**config.mk**
```make
export PLATFORM = sky130hd
export DESIGN_NAME = rhc_core
export DESIGN_NICKNAME = d
export VERILOG_FILES = /design/src/rtl/core/rhc_pkg.sv /design/src/rtl/core/rhc_core.sv
export SDC_FILE = /design/constraint.sdc
export NUM_CORES = 1
export LEC_CHECK = 0
export BUFFER_PORTS_ARGS = -buffer_cell sky130_fd_sc_hd__buf_2
export CORE_MARGIN = 4
export CORE_UTILIZATION = 60
export CTS_CLUSTER_SIZE = 24
export DETAILED_ROUTE_END_ITERATION = 6
export PLACE_DENSITY = 0.79
export SYNTH_ARGS = -nofsm -noshare
export SYNTH_HDL_FRONTEND = slang
export SYNTH_SLANG_ARGS = --single-unit
export TNS_END_PERCENT = 50
```
**constraint.sdc**
```tcl
create_clock -name clk_i -period 3.35 [get_ports clk_i]
set_clock_uncertainty 0.05 [all_clocks]
set_input_delay 0.1675 -clock clk_i [delete_from_list [all_inputs] [get_ports clk_i]]
set_output_delay 0.1675 -clock clk_i [all_outputs]
set_load 0.01 [all_outputs]
```
**src/rtl/core/rhc_pkg.sv**
```systemverilog
// Shared types, character codes and match tables for the registration checker
`default_nettype none

package rhc_pkg;

  // one input item as it travels through the block
  typedef struct packed {
    logic       end_of_message;
    logic [7:0] data_byte;
  } rhc_item_t;

  // checker state carried from byte to byte
  typedef struct packed {
    logic [2:0] line_number;
    logic [3:0] match_position;
    logic [2:0] user_field_step;
    logic       body_seen;
    logic       prev_was_cr;
    logic       failed;
    logic       complete;
  } rhc_state_t;

  // character codes
  localparam logic [7:0] CH_NUL   = 8'h00;
  localparam logic [7:0] CH_LF    = 8'h0A;
  localparam logic [7:0] CH_CR    = 8'h0D;
  localparam logic [7:0] CH_SP    = 8'h20;
  localparam logic [7:0] CH_COLON = 8'h3A;

  // line numbers
  localparam logic [2:0] LINE_GREETING = 3'd0;
  localparam logic [2:0] LINE_USER     = 3'd3;
  localparam logic [2:0] LINE_DONE     = 3'd4;

  // steps within the user line
  localparam logic [2:0] USER_COLON = 3'd3;
  localparam logic [2:0] USER_BODY  = 3'd4;

  // positions within a line
  localparam logic [3:0] GREETING_LAST = 4'd7;
  localparam logic [3:0] PREFIX_LEN    = 4'd5;
  localparam logic [3:0] BODY_SAT      = 4'd7;

  // "CAP LS" CR LF
  localparam logic [7:0] GREETING [8] = '{
    8'h43, 8'h41, 8'h50, 8'h20, 8'h4C, 8'h53, 8'h0D, 8'h0A
  };

  // command prefixes: 0 = "PASS ", 1 = "NICK ", 2 = "USER "
  function automatic logic [7:0] prefix_byte(input logic [1:0] sel, input logic [2:0] pos);
    logic [39:0] word;
    begin
      unique case (sel)
        2'd0:    word = {8'h20, 8'h53, 8'h53, 8'h41, 8'h50};
        2'd1:    word = {8'h20, 8'h4B, 8'h43, 8'h49, 8'h4E};
        2'd2:    word = {8'h20, 8'h52, 8'h45, 8'h53, 8'h55};
        default: word = '0;
      endcase
      unique case (pos)
        3'd0:    prefix_byte = word[7:0];
        3'd1:    prefix_byte = word[15:8];
        3'd2:    prefix_byte = word[23:16];
        3'd3:    prefix_byte = word[31:24];
        3'd4:    prefix_byte = word[39:32];
        default: prefix_byte = 8'h00;
      endcase
    end
  endfunction

endpackage

`default_nettype wire

```
**src/rtl/core/rhc_core.sv**
```systemverilog
// Per-byte checker state and its next-state logic
`default_nettype none

module rhc_core (
  input  wire logic               clk_i,
  input  wire logic               rst_ni,
  input  wire logic               valid_i,
  input  wire rhc_pkg::rhc_item_t item_i,
  input  wire logic               out_free_i,
  output logic                    pop_o,
  output logic                    result_valid_o,
  output logic                    accepted_o
);

  rhc_pkg::rhc_state_t state_q;
  rhc_pkg::rhc_state_t state_d;
  rhc_pkg::rhc_state_t step;
  logic                last;

  assign last = item_i.end_of_message;

  // a final byte needs room in the output register, other bytes never stall
  assign pop_o          = valid_i && (!last || out_free_i);
  assign result_valid_o = pop_o && last;
  assign accepted_o     = step.complete && !step.failed;

  // effect of one byte on the state
  always_comb begin
    logic       cr_before;
    logic [7:0] b;
    logic [1:0] pfx_sel;
    cr_before = state_q.prev_was_cr;
    b         = item_i.data_byte;
    pfx_sel   = 2'(state_q.line_number - 3'd1);
    step      = state_q;
    if (!(state_q.failed || state_q.complete)) begin
      step.prev_was_cr = (b == rhc_pkg::CH_CR);
      if (state_q.line_number == rhc_pkg::LINE_GREETING) begin
        // greeting line matched literally
        if (b != rhc_pkg::GREETING[state_q.match_position[2:0]]) begin
          step.failed = 1'b1;
        end else if (state_q.match_position >= rhc_pkg::GREETING_LAST) begin
          step.line_number    = 3'd1;
          step.match_position = '0;
          step.prev_was_cr    = 1'b0;
        end else begin
          step.match_position = state_q.match_position + 4'd1;
        end
      end else if (state_q.line_number > rhc_pkg::LINE_USER) begin
        step.failed = 1'b1;
      end else if (state_q.match_position < rhc_pkg::PREFIX_LEN) begin
        // command prefix
        if (b != rhc_pkg::prefix_byte(pfx_sel, state_q.match_position[2:0])) begin
          step.failed = 1'b1;
        end else begin
          step.match_position = state_q.match_position + 4'd1;
        end
      end else if (state_q.line_number == rhc_pkg::LINE_USER &&
                   state_q.user_field_step < rhc_pkg::USER_BODY) begin
        // user line fields and the colon
        if (state_q.user_field_step == rhc_pkg::USER_COLON) begin
          if (b != rhc_pkg::CH_COLON) begin
            step.failed = 1'b1;
          end else begin
            step.user_field_step = rhc_pkg::USER_BODY;
            step.match_position  = rhc_pkg::PREFIX_LEN;
            step.prev_was_cr     = 1'b0;
          end
        end else if (b == rhc_pkg::CH_NUL) begin
          step.failed = 1'b1;
        end else if (b == rhc_pkg::CH_SP) begin
          if (!state_q.body_seen) begin
            step.failed = 1'b1;
          end else begin
            step.user_field_step = state_q.user_field_step + 3'd1;
            step.body_seen       = 1'b0;
          end
        end else if (b == rhc_pkg::CH_LF && cr_before) begin
          step.failed = 1'b1;
        end else begin
          step.body_seen = 1'b1;
        end
      end else begin
        // body of a command line
        if (b == rhc_pkg::CH_LF) begin
          if (cr_before && state_q.match_position >= rhc_pkg::BODY_SAT) begin
            if (state_q.line_number == rhc_pkg::LINE_USER) begin
              step.complete    = 1'b1;
              step.line_number = rhc_pkg::LINE_DONE;
            end else begin
              step.line_number = state_q.line_number + 3'd1;
            end
            step.match_position = '0;
            step.prev_was_cr    = 1'b0;
          end else begin
            step.failed = 1'b1;
          end
        end else if (b == rhc_pkg::CH_NUL) begin
          step.failed = 1'b1;
        end else if (state_q.match_position < rhc_pkg::BODY_SAT) begin
          step.match_position = state_q.match_position + 4'd1;
        end
      end
    end
  end

  // commit the step, clear after the final byte
  always_comb begin
    state_d = state_q;
    if (pop_o) begin
      state_d = last ? '0 : step;
    end
  end

  // state register
  always_ff @(posedge clk_i or negedge rst_ni) begin
    if (!rst_ni) begin
      state_q <= '0;
    end else begin
      state_q <= state_d;
    end
  end

  // failure stays until the message ends
  assert property (@(posedge clk_i) disable iff (!rst_ni)
    state_q.failed && !(pop_o && last) |=> state_q.failed)
    else $error("failure flag dropped inside a message");

  // state is clear after a final byte
  assert property (@(posedge clk_i) disable iff (!rst_ni)
    pop_o && last |=> state_q == '0)
    else $error("state not cleared after final byte");

  // completion only with all four lines done
  assert property (@(posedge clk_i) disable iff (!rst_ni)
    state_q.complete |-> state_q.line_number == rhc_pkg::LINE_DONE)
    else $error("complete set before line four ended");

  // a result is only produced when the output register can take it
  assert property (@(posedge clk_i) disable iff (!rst_ni)
    result_valid_o |-> out_free_i)
    else $error("result produced while output register full");

endmodule

`default_nettype wire

```
==> impl_metrics.yaml, run 1 <==
cts:
  cts_resized: 0
  cts_htree_levels: 1
  post_cts_buffers: 0
  root_buffer: "clkbuf_4"
  numCtsBuffers: 3
  worstSkewPairLatency_ns: 0.27
  cts_tree: "yes"
  cts_sinks: 14
  cts_buffer_depth: 2
  clkSlewWorstSetupHoldPaths_ns: 0.08
power_and_ir_drop:
  pwr-share-comb: 0.637
  leakage_nw: 0.824
  total_power_mw: 0.980
  p_switching_mw: 0.476
  seqPwrFrac: 0.241
  powerDensity_nw_per_um2: 521
  peakVddDrop_v: 0.000565
  clkPwrFrac: 0.122
  p_sw_frac: 0.486
  p_int_mw: 0.504
synthesis:
  post-synth-top-count-cell: "nor2_1"
  synth_xor_area_frac: 0.0645
  ys_seq_elements: 14
  synth_top_area_share: 0.199
  syn_area_per_cell_sq_um: 8.21
  synth_common_cells: "19 x nor2_1, 15 x ha_1, 15 x nand2_1"
  yosysTopAreaCell: "dfrtp_1"
  yosys.area_share.adder: 0.106
  synth_top_family_by_area: "simple AND/OR/NAND/NOR gates"
  yosys_warnings: 0
  synth_edf_count: 0
  synth-simple-area-share: 0.248
  synth.mux.area_fraction: 0.0986
  synth.net_count: 243
  synth.area.top_cells: "dfrtp_1 20%, ha_1 11%, mux2i_1 4.5%, xor2_1 4.5%, nor2_1 4.0%"
  synthFlopType: "dfrtp_1"
  async_flop_share: 1.00
  synth_cell_types: 60
  syn_inst: 215
  ys_seq_area_frac: 0.199
  synth_compound_area_frac: 0.223
  synth_area_sq_um: 1760
place:
  portBuffers: 15
  place_congestion: 1.07
  post-place-ws_ns: 0.402
  post_dp_cell_area_sq_um: 1840
  place_hpwl_um: 3670
layout:
  insertedDiodeCount: 0
  largest_register: "state_q"
  final_area_sq_um: 1880
  final_nets: 257
  ff_latch_area_sq_um: 350
  syn_to_final_growth_pct: 6.74
  largest_reg_flops: 14
  fillers: 220
  multi_input_area_sq_um: 1310
  layout-drive-gt1-share: 0.136
  reg.largest.list: "state_q: 14 flops"
  post-route-util: 0.677
sta:
  min_period_over_period: 0.897
  tns_ns: 0
  slew_viol_final: 0
  finalSetupViolCount: 0
  finalHoldViolCount: 0
  finalCriticalPeriod_ns: 3.00
  setup_slack_ns: 0.347
  rsz0062_at_grt: "no"
  fmaxAchievable_mhz: 333
  worst_pin_slew_ns: 0.997
  relSlewSlack: 0.330
hold_path:
  hp-class: "in2reg"
route:
  drc: 0
  wl_per_cell_um: 18.3
  ant_nets: 0
  drt_pass1_iterations: 5
  viasPerCell: 6.89
  drt-total-wl_um: 4730
  drtIter0Drc: 204
  dr_total_vias: 1784
worst_setup_path:
  worst_setup_path_end_kind: "flip-flop"
  cp-start-kind: "flip-flop"
  cp_slowest_cell: "dfrtp_1"
  cp.required_ns: 3.46
  cp.arrival_ns: 3.12
  worstSetupPathType: "reg2reg"
  crit_path_max_incr_delay_ns: 0.49
  path_cells: "inv_1 -> ha_1 -> nand2b_1 -> mux2_2 -> o22a_1 -> nor3_2 -> o221ai_2 -> a211oi_4 -> mux2_4"
  crit_fanout: 10
die:
  die_width_um: 62.2
  coreArea_sq_um: 2780
  io_pins: 16
  fp-row-count: 19
  start_util: 0.634
  die_area_sq_um: 3870
  die_y_um: 62.2
global_routing:
  grt_pass1_vias: 1718
  grt_max_degree: 21
  overflow: 0
  antenna_found_initial: 0
  grt_usage: 0.243
  grt_pass1_wl_um: 7870
run:
  drv_cap: 0
status:
  status: "completed"
## power groups by stage
stage,Combinational (mW),Clock [mW],Sequential (mW)
floorplan,0.485,0,0.225
global placement,0.581,0,0.234
detailed placement,0.599,0,0.238
CTS,0.605,0.125,0.235
global route,0.675,0.136,0.242
finish,0.625,0.120,0.236
## through the flow
stage                     hold WS [ns]  cells
after CTS                        0.231    259
final                            0.244    259
after detailed placement        0.0270    254
after global placement          0.0257    254
after global routing             0.257    259
after floorplan                 -0.178    215
## logic make-up (layout without fill, tap and decap cells)
kind of cell               Yosys count  after routing
and+or+nand+nor                     81             81
xor gates and xnor gates            13             13
muxes                               16             16
buffers and inverters               22             35
DFF                                 14             14
AOI/OAI and AO/OA                   54             54
adders and majority gates           15             15
## area by class of cell
class	count	area share
clock buffers	4	0.0193
inverters	13	0.0272
multi-input cells	179	0.694
flip-flops and latches	14	0.186
well taps	31	0.0206
repair buffers	18	0.0532
## worst paths after layout
path / from / cells after the start / slack (ns) / end
max in group asynchronous: rst_ni / 2 / 2.76 / state_q[10]$_DFFE_PN0P_
min in group asynchronous: rst_ni / 2 / 0.25 / state_q[3]$_DFFE_PN0P_
worst max-delay path: state_q[7]$_DFFE_PN0P_ / 9 / 0.35 / state_q[10]$_DFFE_PN0P_
worst min-delay path: out_free_i / 4 / 0.24 / state_q[0]$_DFFE_PN0P_
worst max register to register: state_q[7]$_DFFE_PN0P_ / 9 / 0.35 / state_q[10]$_DFFE_PN0P_
worst min register to register: state_q[5]$_DFFE_PN0P_ / 1 / 0.47 / state_q[5]$_DFFE_PN0P_
## critical path: cells and delay by family (launching register included)
kind                       cells  cell delay [ns]
AOI/OAI and AO/OA              3             0.78
muxes                          2             0.68
DFF                            1             0.49
and+or+nand+nor                2             0.40
adders and majority gates      1             0.36
buffers and inverters          1             0.13
## placed cells by master (no fill, tap or decap), types with 5 or more instances in the layout
cell type and count:
xor2_1 9, o21ai_0 10, a21oi_1 10, nand3_1 6
inv_1 12, nor3_1 9, nor2b_1 6, mux2i_1 8
nand2_1 15, mux2_1 5, ha_1 15, nor2_1 19
dfrtp_1 14, buf_2 15
## routing by layer
| metal | up-vias | wire length (um) | track usage |
|---|---|---|---|
| met1 | 829 | 1920 | 0.330 |
| li1 | 816 | - | - |
| met3 | 18 | 497 | 0.0450 |
| met2 | 121 | 2170 | 0.378 |
| met4 | 0 | 141 | 0.0976 |
| met5 | - | 0 | 0 |
## timing repair
action / 4_1_cts / 5_1_grt
hold endpoints to repair: 14 / 0
hold buffers: 1 / 0
endpoints found under the setup margin: 0 / 0
Power figures use the tool's default switching activity.
==> run 2, diff against run 1 <==
--- a/config.mk
+++ b/config.mk
@@ -11,6 +11,7 @@
 export CTS_CLUSTER_SIZE = 24
 export DETAILED_ROUTE_END_ITERATION = 6
 export PLACE_DENSITY = 0.79
+export SETUP_SLACK_MARGIN = 0.5
 export SYNTH_ARGS = -nofsm -noshare
 export SYNTH_HDL_FRONTEND = slang
 export SYNTH_SLANG_ARGS = --single-unit
==> run 2 against run 1 <==
Cell area is 6.8% higher. Routed wire length is 11% higher. Highest routed layer unchanged. Sequential power hardly changed. Count of clock-buffer cells in the layout stayed put. Largest power group unchanged. Global-route usage is 0.53 points higher. Critical path depth stayed put. First-iteration DRC count is 26% higher. Sequential share of layout area is 0.99 points lower.
==> impl_metrics.yaml, run 2 (same netlist as run 1, synthesis figures left out) <==
worst_setup_path:
  crit_fanout: 8
  cp.arrival_ns: 2.97
  worstSetupPathType: "reg2reg"
  path_cells: "ha_1 -> inv_1 -> a31oi_1 -> nand4b_1 -> nor3_2 -> o221ai_2 -> a211oi_4 -> buf_6 -> mux2i_2"
  cp-start-kind: "flip-flop"
  worst_setup_path_end_kind: "flip-flop"
  cp.required_ns: 3.49
  crit_path_max_incr_delay_ns: 0.45
  cp_slowest_cell: "dfrtp_2"
global_routing:
  grt_pass1_vias: 1751
  grt_max_degree: 21
  overflow: 0
  antenna_found_initial: 0
  grt_usage: 0.249
  grt_pass1_wl_um: 8050
sta:
  finalSetupViolCount: 0
  tns_ns: 0
  relSlewSlack: 0.367
  holdWs_ns: 0.239
  finalHoldViolCount: 0
  finalCriticalPeriod_ns: 2.83
  min_period_over_period: 0.845
  worst_pin_slew_ns: 0.942
  rsz0062_at_grt: "no"
  fmaxAchievable_mhz: 353
  slew_viol_final: 0
route:
  viasPerCell: 7.06
  drtIter0Drc: 258
  drc: 0
  drt-total-wl_um: 5260
  routed.top_layer: "met4"
  dr_total_vias: 1878
  met2_wirelength_um: 2440
  drt_pass1_iterations: 5
  ant_nets: 0
  wl_met3_um: 516
  wl_per_cell_um: 19.8
  drt-met1-wl_um: 2150
power_and_ir_drop:
  p_switching_mw: 0.523
  pwr-share-comb: 0.668
  powerDensity_nw_per_um2: 542
  seqPwrFrac: 0.219
  p_sw_frac: 0.480
  total_power_mw: 1.09
  p_int_mw: 0.567
  peakVddDrop_v: 0.000607
  leakage_nw: 0.861
  clkPwrFrac: 0.113
layout:
  largest_reg_flops: 14
  syn_to_final_growth_pct: 14.0
  final_nets: 264
  layout-drive-gt1-share: 0.230
  mostFrequentLayoutCells: "19 x nor2_1, 15 x nand2_1, 15 x buf_2"
  reg.largest.list: "state_q: 14 flops"
  final_area_sq_um: 2010
  insertedDiodeCount: 0
  largest_register: "state_q"
  final_common_cell: "nor2_1"
die:
  fp-row-count: 19
  die_area_sq_um: 3870
  die_width_um: 62.2
  die_y_um: 62.2
  io_pins: 16
  start_util: 0.634
  coreArea_sq_um: 2780
place:
  place_congestion: 1.07
  post_dp_cell_area_sq_um: 1840
  place_hpwl_um: 3670
  portBuffers: 15
cts:
  root_buffer: "clkbuf_4"
  cts_buffer_depth: 2
  numCtsBuffers: 3
  cts_tree: "yes"
  cts_htree_levels: 1
  cts_sinks: 14
  worstSkewPairLatency_ns: 0.28
  clkSlewWorstSetupHoldPaths_ns: 0.09
run:
  drv_cap: 0
hold_path:
  hp-class: "in2async"
status:
  status: "completed"
==> run 2: cell count changes in the layout (fill, tap and decap cells not counted), moves of 2 or more <==
cell	change
buf_4	+6
ha_1	-6
dfrtp_1	-3
dfrtp_2	+3
ha_2	+3
ha_4	+3
inv_1	-2
inv_2	+2
==> run 2: power groups by stage <==
stage	Combinational, mW	Sequential, mW	Clock, mW
2_1_floorplan	0.485	0.225	0
3_3_place_gp	0.581	0.234	0
3_5_place_dp	0.599	0.238	0
4_1_cts	0.611	0.236	0.125
5_1_grt	0.784	0.243	0.136
6_report	0.728	0.238	0.123
==> run 2: worst max-delay path, delay by kind of cell (launching register included) <==
kind	cells	cell delay (ns)
DFF	1	0.45
AOI/OAI and AO/OA	3	0.97
adders and majority gates	1	0.32
buffers and inverters	2	0.32
muxes	1	0.23
and+or+nand+nor	2	0.40
==> run 2: path summary, 6_finish.rpt <==
kind	startpoint	to	depth (start not counted)	slack [ns]
setup / recovery	state_q[11]$_DFFE_PN0P_	state_q[9]$_DFFE_PN0P_	9	0.52
hold / removal	rst_ni	state_q[3]$_DFFE_PN0P_	2	0.24
setup reg to reg	state_q[11]$_DFFE_PN0P_	state_q[9]$_DFFE_PN0P_	9	0.52
hold reg to reg	state_q[5]$_DFFE_PN0P_	state_q[5]$_DFFE_PN0P_	1	0.48
max in group asynchronous	rst_ni	state_q[11]$_DFFE_PN0P_	2	2.75
min in group clk_i	out_free_i	state_q[1]$_DFFE_PN0P_	3	0.25
==> run 2: layer usage <==
metal  vias up  track usage
li1        830            -
met1       895        0.332
met2       131        0.387
met3        22       0.0486
met4         0        0.106
met5         -            0
==> run 2: metrics by stage <==
step / instances / util / worst slack [ns]
after floorplan: 215 / - / 0.654
after global placement: 254 / 0.660 / 0.526
after detailed placement: 254 / 0.660 / 0.402
after CTS: 262 / 0.686 / 0.519
after global routing: 266 / 0.723 / 0.436
final: 266 / 0.723 / 0.519
==> run 2: what timing repair did <==
item | in CTS | in global routing
resized for setup | 2 | 18
endpoints found under the setup margin | 3 | 11
hold buffers | 1 | 0
pin swaps | 2 | 3
buffers inserted | 3 | 4
endpoints found under the hold margin | 14 | 0
==> run 2: area by class of cell <==
type	instances	area, sq um
flip-flops and latches	14	354
clock buffers	4	36.3
repair buffers	25	156
fillers	199	771
multi-input cells	179	1370
well taps	31	38.8
inverters	13	51.3
